===== src/design/ifmt_pkg.sv =====
// ----------------------------------------------------------------------------
// ifmt_pkg
// Shared constants, field positions and controller/datapath interface types
// for the integer field formatter.
// ----------------------------------------------------------------------------
package ifmt_pkg;

  // Digit store geometry and limits
  localparam int DIGIT_DEPTH = 32;
  localparam int MAX_FIELD   = 63;
  localparam int PREC_LIMIT  = (32 < DIGIT_DEPTH) ? 32 : DIGIT_DEPTH;
  localparam int DADDR_W     = $clog2(DIGIT_DEPTH);
  localparam int CNT_W       = $clog2(DIGIT_DEPTH + 1);
  localparam int PTR_DIGITS  = 8;

  // Input packing
  localparam int VALUE_W = 32;
  localparam int CONV_W  = 3;
  localparam int WIDTH_W = 6;
  localparam int PREC_W  = 7;
  localparam int IN_DATA_W = 48;
  localparam int IN_USER_W = 2;
  localparam int VALUE_LSB = 0;
  localparam int CONV_LSB  = VALUE_LSB + VALUE_W;
  localparam int WIDTH_LSB = CONV_LSB + CONV_W;
  localparam int PREC_LSB  = WIDTH_LSB + WIDTH_W;
  localparam int USER_LEFT = 0;
  localparam int USER_ZERO = 1;
  localparam int CHAR_W    = 8;

  // Conversion codes
  localparam logic [CONV_W-1:0] CONV_DI    = 3'd0;
  localparam logic [CONV_W-1:0] CONV_U     = 3'd1;
  localparam logic [CONV_W-1:0] CONV_XLOW  = 3'd2;
  localparam logic [CONV_W-1:0] CONV_XUP   = 3'd3;
  localparam logic [CONV_W-1:0] CONV_OCT   = 3'd4;
  localparam logic [CONV_W-1:0] CONV_PTR   = 3'd5;

  // Radix codes
  localparam logic [1:0] BASE_DEC = 2'd0;
  localparam logic [1:0] BASE_HEX = 2'd1;
  localparam logic [1:0] BASE_OCT = 2'd2;

  // Reciprocal of ten: floor(v / 10) = (v * RECIP10) >> RECIP10_SHIFT for 32-bit v
  localparam logic [VALUE_W-1:0] RECIP10       = 32'hCCCC_CCCD;
  localparam int                 RECIP10_SHIFT = 35;

  localparam logic [CHAR_W-1:0] CH_ZERO  = 8'h30;
  localparam logic [CHAR_W-1:0] CH_X     = 8'h78;
  localparam logic [CHAR_W-1:0] CH_MINUS = 8'h2D;
  localparam logic [CHAR_W-1:0] CH_SPACE = 8'h20;

  localparam logic [CHAR_W-1:0] HEX_LOWER [16] = '{
    8'h30, 8'h31, 8'h32, 8'h33, 8'h34, 8'h35, 8'h36, 8'h37,
    8'h38, 8'h39, 8'h61, 8'h62, 8'h63, 8'h64, 8'h65, 8'h66
  };
  localparam logic [CHAR_W-1:0] HEX_UPPER [16] = '{
    8'h30, 8'h31, 8'h32, 8'h33, 8'h34, 8'h35, 8'h36, 8'h37,
    8'h38, 8'h39, 8'h41, 8'h42, 8'h43, 8'h44, 8'h45, 8'h46
  };

  typedef enum logic [2:0] {
    SEL_ZERO,
    SEL_X,
    SEL_PAD,
    SEL_MINUS,
    SEL_DIGIT
  } char_sel_t;

  typedef struct packed {
    logic      load_in;
    logic      mul;
    logic      div_wr;
    logic      zero_wr;
    logic      pad_load;
    logic      pad_dec;
    logic      cnt_dec;
    logic      rd;
    logic      emit;
    char_sel_t sel;
    logic      last;
  } cmd_t;

  typedef struct packed {
    logic in_bad;
    logic v_zero;
    logic cnt_below_min;
    logic cnt_zero;
    logic cnt_one;
    logic pad_zero;
    logic pad_one;
    logic ptr;
    logic zp;
    logic neg;
    logic left;
    logic out_free;
  } stat_t;

endpackage


===== src/design/ifmt_ctrl.sv =====
// ----------------------------------------------------------------------------
// ifmt_ctrl
// Sequencer: digit generation loop, then the character segments of the field
// (prefix, padding, sign, digits, trailing padding) one transfer at a time.
// ----------------------------------------------------------------------------
module ifmt_ctrl (
  input  logic           clk,
  input  logic           rst_n,
  input  logic           in_tvalid,
  output logic           in_tready,
  input  ifmt_pkg::stat_t st,
  output ifmt_pkg::cmd_t  cmd
);
  import ifmt_pkg::*;

  localparam logic [3:0] S_IDLE = 4'd0;
  localparam logic [3:0] S_DIV  = 4'd1;
  localparam logic [3:0] S_WR   = 4'd2;
  localparam logic [3:0] S_DISP = 4'd3;
  localparam logic [3:0] S_PFX0 = 4'd4;
  localparam logic [3:0] S_PFX1 = 4'd5;
  localparam logic [3:0] S_LPAD = 4'd6;
  localparam logic [3:0] S_SIGN = 4'd7;
  localparam logic [3:0] S_DRD  = 4'd8;
  localparam logic [3:0] S_DEM  = 4'd9;
  localparam logic [3:0] S_RPAD = 4'd10;

  logic [3:0] state_r, state_nxt;
  logic [3:0] rpad_or_end, dig_or_end, after_lpad, after_sign, first_seg;

  always_comb begin
    rpad_or_end = (st.left && !st.pad_zero) ? S_RPAD : S_IDLE;
    dig_or_end  = st.cnt_zero ? rpad_or_end : S_DRD;
    after_lpad  = (!st.zp && st.neg) ? S_SIGN : dig_or_end;
    after_sign  = (st.zp && !st.pad_zero) ? S_LPAD : dig_or_end;
    if (st.ptr) begin
      first_seg = S_PFX0;
    end else if (st.zp) begin
      first_seg = st.neg ? S_SIGN : (st.pad_zero ? dig_or_end : S_LPAD);
    end else if (!st.left && !st.pad_zero) begin
      first_seg = S_LPAD;
    end else begin
      first_seg = st.neg ? S_SIGN : dig_or_end;
    end
  end

  always_comb begin
    state_nxt = state_r;
    cmd       = '0;
    cmd.sel   = SEL_PAD;
    // no transfer is taken while reset is held
    in_tready = (state_r == S_IDLE) && rst_n;
    unique case (state_r)
      S_IDLE: begin
        if (in_tvalid && !st.in_bad) begin
          cmd.load_in = 1'b1;
          state_nxt   = S_DIV;
        end
      end
      S_DIV: begin
        if (!st.v_zero) begin
          cmd.mul   = 1'b1;
          state_nxt = S_WR;
        end else if (st.cnt_below_min) begin
          cmd.zero_wr = 1'b1;
        end else begin
          cmd.pad_load = 1'b1;
          state_nxt    = S_DISP;
        end
      end
      S_WR: begin
        cmd.div_wr = 1'b1;
        state_nxt  = S_DIV;
      end
      S_DISP: begin
        state_nxt = first_seg;
      end
      S_PFX0: begin
        if (st.out_free) begin
          cmd.emit  = 1'b1;
          cmd.sel   = SEL_ZERO;
          state_nxt = S_PFX1;
        end
      end
      S_PFX1: begin
        if (st.out_free) begin
          cmd.emit  = 1'b1;
          cmd.sel   = SEL_X;
          state_nxt = S_DRD;
        end
      end
      S_LPAD: begin
        if (st.out_free) begin
          cmd.emit    = 1'b1;
          cmd.sel     = SEL_PAD;
          cmd.pad_dec = 1'b1;
          if (st.pad_one) begin
            state_nxt = after_lpad;
          end
        end
      end
      S_SIGN: begin
        if (st.out_free) begin
          cmd.emit  = 1'b1;
          cmd.sel   = SEL_MINUS;
          state_nxt = after_sign;
        end
      end
      S_DRD: begin
        cmd.rd    = 1'b1;
        state_nxt = S_DEM;
      end
      S_DEM: begin
        if (st.out_free) begin
          cmd.emit    = 1'b1;
          cmd.sel     = SEL_DIGIT;
          cmd.cnt_dec = 1'b1;
          state_nxt   = st.cnt_one ? rpad_or_end : S_DRD;
        end
      end
      S_RPAD: begin
        if (st.out_free) begin
          cmd.emit    = 1'b1;
          cmd.sel     = SEL_PAD;
          cmd.pad_dec = 1'b1;
          if (st.pad_one) begin
            state_nxt = S_IDLE;
          end
        end
      end
      default: begin
        state_nxt = S_IDLE;
      end
    endcase
    // the final character of the field is the one that returns to idle
    cmd.last = cmd.emit && (state_nxt == S_IDLE);
  end

  always_ff @(posedge clk) begin
    if (!rst_n) begin
      state_r <= S_IDLE;
    end else begin
      state_r <= state_nxt;
    end
  end

endmodule


===== src/design/ifmt_dpath.sv =====
// ----------------------------------------------------------------------------
// ifmt_dpath
// Operand registers, radix divider (reciprocal multiply for decimal, shifts for
// hex and octal), digit store, padding counter and the output register.
// ----------------------------------------------------------------------------
module ifmt_dpath (
  input  logic                           clk,
  input  logic                           rst_n,
  input  logic [ifmt_pkg::IN_DATA_W-1:0] in_tdata,
  input  logic [ifmt_pkg::IN_USER_W-1:0] in_tuser,
  output logic                           out_tvalid,
  input  logic                           out_tready,
  output logic [ifmt_pkg::CHAR_W-1:0]    out_tdata,
  output logic                           out_tlast,
  input  ifmt_pkg::cmd_t                 cmd,
  output ifmt_pkg::stat_t                st
);
  import ifmt_pkg::*;

  // input unpacking
  logic [VALUE_W-1:0] in_value;
  logic [CONV_W-1:0]  in_conv;
  logic [WIDTH_W-1:0] in_width;
  logic [PREC_W-1:0]  in_prec;
  logic               in_left, in_zero, prec_absent, in_ptr, in_neg;
  logic [CNT_W-1:0]   prec_clamped;
  logic [WIDTH_W-1:0] width_clamped;

  assign in_value = in_tdata[VALUE_LSB +: VALUE_W];
  assign in_conv  = in_tdata[CONV_LSB  +: CONV_W];
  assign in_width = in_tdata[WIDTH_LSB +: WIDTH_W];
  assign in_prec  = in_tdata[PREC_LSB  +: PREC_W];
  assign in_left  = in_tuser[USER_LEFT];
  assign in_zero  = in_tuser[USER_ZERO];
  assign prec_absent = in_prec[PREC_W-1];
  assign in_ptr   = (in_conv == CONV_PTR);
  assign in_neg   = (in_conv == CONV_DI) && in_value[VALUE_W-1];

  always_comb begin
    if (in_prec[PREC_W-2:0] > (PREC_W-1)'(PREC_LIMIT)) begin
      prec_clamped = CNT_W'(PREC_LIMIT);
    end else begin
      prec_clamped = CNT_W'(in_prec[PREC_W-2:0]);
    end
    if (32'(in_width) > 32'(MAX_FIELD)) begin
      width_clamped = WIDTH_W'(MAX_FIELD);
    end else begin
      width_clamped = in_width;
    end
  end

  // operand registers
  logic [VALUE_W-1:0] v_r, q_r;
  logic [1:0]         base_r;
  logic               upper_r, ptr_r, zp_r, neg_r, left_r;
  logic [CNT_W-1:0]   min_r;
  logic [WIDTH_W-1:0] width_r;
  logic [CNT_W-1:0]   cnt_r;
  logic [WIDTH_W-1:0] pad_r;

  always_ff @(posedge clk) begin
    if (cmd.load_in) begin
      v_r     <= in_neg ? (~in_value + 32'd1) : in_value;
      neg_r   <= in_neg;
      ptr_r   <= in_ptr;
      upper_r <= (in_conv == CONV_XUP);
      left_r  <= in_left && !in_ptr;
      zp_r    <= in_zero && !in_left && prec_absent && !in_ptr;
      width_r <= width_clamped;
      if (in_ptr) begin
        min_r <= CNT_W'(PTR_DIGITS);
      end else if (prec_absent) begin
        min_r <= CNT_W'(1);
      end else begin
        min_r <= prec_clamped;
      end
      if (in_ptr || in_conv == CONV_XLOW || in_conv == CONV_XUP) begin
        base_r <= BASE_HEX;
      end else if (in_conv == CONV_OCT) begin
        base_r <= BASE_OCT;
      end else begin
        base_r <= BASE_DEC;
      end
    end else if (cmd.div_wr) begin
      v_r <= q_r;
    end
  end

  // divide by the radix
  logic [2*VALUE_W-1:0] prod;
  logic [VALUE_W-1:0]   q_nxt;
  logic [3:0]           radix_lo, rem;
  logic [7:0]           qmul;

  assign prod = (2*VALUE_W)'(v_r) * (2*VALUE_W)'(RECIP10);

  always_comb begin
    unique case (base_r)
      BASE_HEX: begin
        q_nxt    = v_r >> 4;
        radix_lo = 4'd0;
      end
      BASE_OCT: begin
        q_nxt    = v_r >> 3;
        radix_lo = 4'd8;
      end
      default: begin
        q_nxt    = VALUE_W'(prod >> RECIP10_SHIFT);
        radix_lo = 4'd10;
      end
    endcase
  end

  always_ff @(posedge clk) begin
    if (cmd.mul) begin
      q_r <= q_nxt;
    end
  end

  // remainder only needs the low nibble: v - q * radix mod 16
  assign qmul = q_r[3:0] * radix_lo;
  assign rem  = v_r[3:0] - qmul[3:0];

  // digit store
  logic [3:0]         mem [DIGIT_DEPTH];
  logic [3:0]         rd_q;
  logic [DADDR_W-1:0] rd_addr;
  logic [CNT_W-1:0]   cnt_m1;

  assign cnt_m1  = cnt_r - CNT_W'(1);
  assign rd_addr = cnt_m1[DADDR_W-1:0];

  always_ff @(posedge clk) begin
    if (cmd.div_wr || cmd.zero_wr) begin
      mem[cnt_r[DADDR_W-1:0]] <= cmd.div_wr ? rem : 4'd0;
    end
    if (cmd.rd) begin
      rd_q <= mem[rd_addr];
    end
  end

  // digit and pad counters
  logic [WIDTH_W:0] total, width_ext;

  assign total     = (WIDTH_W+1)'(cnt_r) + (WIDTH_W+1)'(neg_r);
  assign width_ext = (WIDTH_W+1)'(width_r);

  always_ff @(posedge clk) begin
    if (!rst_n) begin
      cnt_r <= '0;
      pad_r <= '0;
    end else begin
      if (cmd.load_in) begin
        cnt_r <= '0;
      end else if (cmd.div_wr || cmd.zero_wr) begin
        cnt_r <= cnt_r + CNT_W'(1);
      end else if (cmd.cnt_dec) begin
        cnt_r <= cnt_m1;
      end
      if (cmd.pad_load) begin
        if (!ptr_r && width_ext > total) begin
          pad_r <= WIDTH_W'(width_ext - total);
        end else begin
          pad_r <= '0;
        end
      end else if (cmd.pad_dec) begin
        pad_r <= pad_r - WIDTH_W'(1);
      end
    end
  end

  // output register
  logic                out_valid_r, out_last_r;
  logic [CHAR_W-1:0]   out_char_r, char_nxt;

  always_comb begin
    unique case (cmd.sel)
      SEL_ZERO:  char_nxt = CH_ZERO;
      SEL_X:     char_nxt = CH_X;
      SEL_MINUS: char_nxt = CH_MINUS;
      SEL_DIGIT: char_nxt = upper_r ? HEX_UPPER[rd_q] : HEX_LOWER[rd_q];
      SEL_PAD:   char_nxt = zp_r ? CH_ZERO : CH_SPACE;
      default:   char_nxt = CH_SPACE;
    endcase
  end

  always_ff @(posedge clk) begin
    if (!rst_n) begin
      out_valid_r <= 1'b0;
    end else if (cmd.emit) begin
      out_valid_r <= 1'b1;
    end else if (out_tready) begin
      out_valid_r <= 1'b0;
    end
  end

  always_ff @(posedge clk) begin
    if (cmd.emit) begin
      out_char_r <= char_nxt;
      out_last_r <= cmd.last;
    end
  end

  assign out_tvalid = out_valid_r;
  assign out_tdata  = out_char_r;
  assign out_tlast  = out_last_r;

  // status
  assign st.in_bad        = (in_conv > CONV_PTR);
  assign st.v_zero        = (v_r == '0);
  assign st.cnt_below_min = (cnt_r < min_r);
  assign st.cnt_zero      = (cnt_r == '0);
  assign st.cnt_one       = (cnt_r == CNT_W'(1));
  assign st.pad_zero      = (pad_r == '0);
  assign st.pad_one       = (pad_r == WIDTH_W'(1));
  assign st.ptr           = ptr_r;
  assign st.zp            = zp_r;
  assign st.neg           = neg_r;
  assign st.left          = left_r;
  assign st.out_free      = !out_valid_r || out_tready;

endmodule


===== src/design/integer_field_formatter_core.sv =====
// Sequence: accept, then per significant digit a multiply (S_DIV) and a store
//   (S_WR), per zero-extended digit a store, then leave the loop and dispatch;
//   then pad, sign and prefix characters are emitted from their own states and
//   digit characters by a read and then an emit, each into the output register.
//   One field at a time; output stalls hold the sequence.
// Reset: synchronous, active low; controller idles, output register empties.
// ----------------------------------------------------------------------------
// integer_field_formatter_core
// Renders one parsed integer conversion as a stream of ASCII characters.
// ----------------------------------------------------------------------------
module integer_field_formatter_core (
  input  logic                           clk,
  input  logic                           rst_n,
  input  logic                           in_tvalid,
  output logic                           in_tready,
  // value[31:0], conversion[34:32], field_width[40:35], precision[47:41]
  input  logic [ifmt_pkg::IN_DATA_W-1:0] in_tdata,
  // left_justify[0], zero_pad[1]
  input  logic [ifmt_pkg::IN_USER_W-1:0] in_tuser,
  output logic                           out_tvalid,
  input  logic                           out_tready,
  // out_char[7:0]
  output logic [ifmt_pkg::CHAR_W-1:0]    out_tdata,
  output logic                           out_tlast
);
  import ifmt_pkg::*;

  cmd_t  cmd;
  stat_t st;

  ifmt_ctrl u_ctrl (
    .clk       (clk),
    .rst_n     (rst_n),
    .in_tvalid (in_tvalid),
    .in_tready (in_tready),
    .st        (st),
    .cmd       (cmd)
  );

  ifmt_dpath u_dpath (
    .clk        (clk),
    .rst_n      (rst_n),
    .in_tdata   (in_tdata),
    .in_tuser   (in_tuser),
    .out_tvalid (out_tvalid),
    .out_tready (out_tready),
    .out_tdata  (out_tdata),
    .out_tlast  (out_tlast),
    .cmd        (cmd),
    .st         (st)
  );

endmodule


===== config.mk =====
export PLATFORM = sky130hd
export DESIGN_NAME = integer_field_formatter_core
export DESIGN_NICKNAME = d
export VERILOG_FILES = /design/src/design/ifmt_pkg.sv /design/src/design/ifmt_ctrl.sv /design/src/design/ifmt_dpath.sv /design/src/design/integer_field_formatter_core.sv
export SDC_FILE = /design/constraint.sdc
export NUM_CORES = 2
export LEC_CHECK = 0
export BUFFER_PORTS_ARGS = -buffer_cell sky130_fd_sc_hd__clkbuf_2
export CORE_ASPECT_RATIO = 2
export CORE_MARGIN = 4
export CORE_UTILIZATION = 59
export CTS_CLUSTER_DIAMETER = 120
export DETAILED_ROUTE_END_ITERATION = 8
export GPL_TIMING_DRIVEN = 0
export HOLD_SLACK_MARGIN = 0.02
export MAX_ROUTING_LAYER = met4
export PLACE_DENSITY = 0.79
export SLEW_MARGIN = 30
export SYNTH_ARGS = -nofsm -noshare
export SYNTH_HDL_FRONTEND = slang
export SYNTH_SLANG_ARGS = --single-unit

===== constraint.sdc =====
create_clock -name clk -period 7.1 [get_ports clk]
set_input_delay 1.065 -clock clk [delete_from_list [all_inputs] [get_ports clk]]
set_output_delay 1.065 -clock clk [all_outputs]
set_load 0.01 [all_outputs]

==> reports/results.txt <==
initial antenna violation count: 2
synthesized net count: 3567
Total GRT Usage: 0.4113
Yosys reg bits: 237
Core ar.: 48640 um2
Initial DRT Pass Iterations: 9
CTS tree: built
Initial DRC Count: 2022
startpoint types: register
Post-CTS Hold Fix Bufs: 0
Post-synth ARST share: 0
Worst Setup End Kind: register
Worst Tran Pin Value: 0.9990 ns
die footprint: 53190 um2
WS Path Type: reg2reg
deepest clock path buffer count: 3
max cap viols: 0
crit path max fanout: 6
Placer Congestion: 1.129
Root Driver: clkbuf_16
Num CTS Buffers: 22
CTS sink cnt: 237
port buffer count: 63
Final WS setup: -0.5408 ns
Initial Util: 0.5987
EDFF count, synth: 220
die width: 165.1 um
largest net degree at the start of global routing: 33
Critical R2R Launch: u_dpath.v_r[16]$_DFFE_PP_
cells after synthesis: 2730
register area share after synthesis: 0.2386
Synthesis Warnings: 0
Yosys top cell area share: 0.2667
main area contributors after synthesis: fa_1, edfxtp_1, ha_1, inv_1, mux4_2
WL final: 106.0 mm
H-tree Lvls: 1
post-DP HPWL: 81.40 mm
top-count cell post-synth: inv_1
post-route insts no fill: 3654
Area growth, synth to finish: 18.64%
Slew Viols, Final: 0
global-route wire length before repair: 152.1 mm
Nets: 3835
WP data arrival: 7.91 ns
R2R setup slack: -0.54 ns
Clock Latency Late Sink: 0.56 ns
routed via count: 22930
Antenna Nets Post-Route: 0
status: complete, but fails checks
Final Cell Area: 34550 um2
Worst Reg-to-Reg Cells: 24
fmax: 0.1309 GHz
Netlist cell types: 77
layout cells sized above 1: 0.2008
routed len/inst: 29.00 um
reg2reg end: u_dpath.q_r[24]$_DFFE_PP_
Tcrit/Tclk final: 1.076
row count: 114
Final Hold Viols: 0
DRC: 2
fin crit period: 7.641 ns
Synth top cells by count: inv_1, ha_1, fa_1
Reg clk slew, reported paths: 0.07 ns
Post-Synthesis Cell Area: 29120 um2
Via density: 6.275
Placed Area: 30390 um2
hold path depth: 2
clock skew: 0.03360 ns
Synth Flop Type: edfxtp_1
Syn Area/Cell: 10.67 um2
post-synth top area cell: fa_1
placed cell count: 3434
Worst Hold Path EP: u_dpath.v_r[5]$_DFFE_PP_
unrepaired setup endpoints after global routing: yes
Max-slew headroom: 0.3285
HP Start: u_dpath.q_r[5]$_DFFE_PP_
Critical Path RT: 7.37 ns
vias in the first global route: 24490
failing checks: DRC, setup timing
global route overflow: 0
Top Ports: 65
Fillers: 3419
height of the die: 322.2 um
final core utilization: 0.7103
Setup-failing EPs final: 24
Hold Path Class: reg2reg
stage by stage:
stage                     worst slack (ns)  TNS, ns  hold slack [ns]
after CTS                          -0.1397  -0.9292           0.5300
after global placement              -2.036   -42.75           0.4948
after detailed placement            -1.743   -38.28           0.4966
after global routing               -0.5851   -7.706           0.5720
after floorplan                     0.2025        0           0.4601
final                              -0.5408   -5.015           0.5317
area by class of cell:
type                       count  area [um2]  share of cell area
multi-input combinational   1798       21320              0.6172
clock buffer                  23       554.3             0.01604
clock inverter                16       222.7            0.006446
inverter                     619        2344             0.06783
sequential                   237        6947              0.2011
tap                          638       798.3             0.02311
buffer                        72       347.8             0.01007
antenna                        3       7.507           0.0002173
timing repair buffer         248        2003             0.05798
placed cells by master (no fill, tap or decap), types with 27 or more instances in the layout:
cell type	Yosys	routed
a21o_1	64	63
a21oi_1	114	83
a221oi_1	31	28
buf_4	1	146
buf_6	0	27
clkbuf_1	68	56
clkbuf_2	0	66
edfxtp_1	220	220
fa_1	388	366
ha_1	395	324
ha_4	0	51
inv_1	619	592
mux4_2	40	40
nand2_1	118	111
nand3_1	31	27
nand4_1	28	28
nor2_1	114	107
nor3_1	35	29
o21ai_0	73	61
xnor2_1	54	44
xor2_1	67	51
kinds of logic after synthesis:
kind of cell               count (synthesis)  synth area share
muxes                                     45           0.03283
other                                      1         0.0001288
buffers and inverters                    695           0.08972
adders and majority gates                783            0.4365
AOI/OAI and AO/OA                        408           0.09157
and+or+nand+nor                          440           0.07434
xor gates and xnor gates                 121           0.03639
DFF                                      237            0.2386
registers in the layout (all words and copies together) (netlist names):
| signal | flops |
|---|---|
| u_dpath.min_r | 6 |
| u_dpath.out_tvalid | 1 |
| u_dpath.out_tlast | 1 |
| u_dpath.width_r | 6 |
| u_dpath.left_r | 1 |
| u_dpath.zp_r | 1 |
| u_dpath.cnt_r | 6 |
| u_dpath.neg_r | 1 |
| u_dpath.upper_r | 1 |
| u_dpath.q_r | 29 |
| u_ctrl.state_r | 4 |
| u_dpath.base_r | 2 |
| u_dpath.ptr_r | 1 |
| u_dpath.pad_r | 6 |
| u_dpath.rd_q | 4 |
| u_dpath.mem | 128 |
| u_dpath.v_r | 32 |
| u_dpath.out_tdata | 7 |
worst max-delay path, cell delays in order (launching register included):
cell and delay [ns]:
edfxtp_1 0.35, buf_6 0.15, buf_4 0.14, ha_4 0.21
clkinvlp_4 0.19, fa_1 0.58, inv_1 0.06, fa_1 0.57
inv_1 0.08, fa_1 0.51, inv_1 0.05, fa_1 0.55
fa_2 0.49, fa_2 0.55, ha_2 0.25, ha_4 0.30
a21oi_2 0.19, o21bai_1 0.14, nor4b_2 0.50, o22ai_2 0.18
a41o_4 0.35, a21bo_4 0.26, a221oi_4 0.31, xor2_1 0.24
a21oi_1 0.11
per-layer routing:
layer,share of wire,GRT usage
met5,0,-
met4,0.16,0.4538
met3,0.064,0.07966
met2,0.51,0.6932
met1,0.27,0.3475
timing repair:
action,4_1_cts,5_1_grt
pin swaps,80,87
setup buffers,133,51
resized for setup,251,140
endpoints found under the setup margin,29,29
worst max-delay path by stage:
stage	from	depth (start not counted)	slack (ns)	to
after floorplan	u_dpath.v_r[18]$_DFFE_PP_	25	0.20	u_dpath.q_r[25]$_DFFE_PP_
after global placement	u_dpath.v_r[21]$_DFFE_PP_	23	-2.04	u_dpath.q_r[18]$_DFFE_PP_
after detailed placement	u_dpath.v_r[21]$_DFFE_PP_	23	-1.74	u_dpath.q_r[18]$_DFFE_PP_
after CTS	u_dpath.v_r[11]$_DFFE_PP_	24	-0.14	u_dpath.q_r[4]$_DFFE_PP_
after global routing	u_dpath.v_r[16]$_DFFE_PP_	24	-0.59	u_dpath.q_r[24]$_DFFE_PP_
final	u_dpath.v_r[16]$_DFFE_PP_	24	-0.54	u_dpath.q_r[24]$_DFFE_PP_
Power is left out: the tool's default activity adds up to more than one toggle a clock period on the data nets, which glitch-free logic cannot reach.
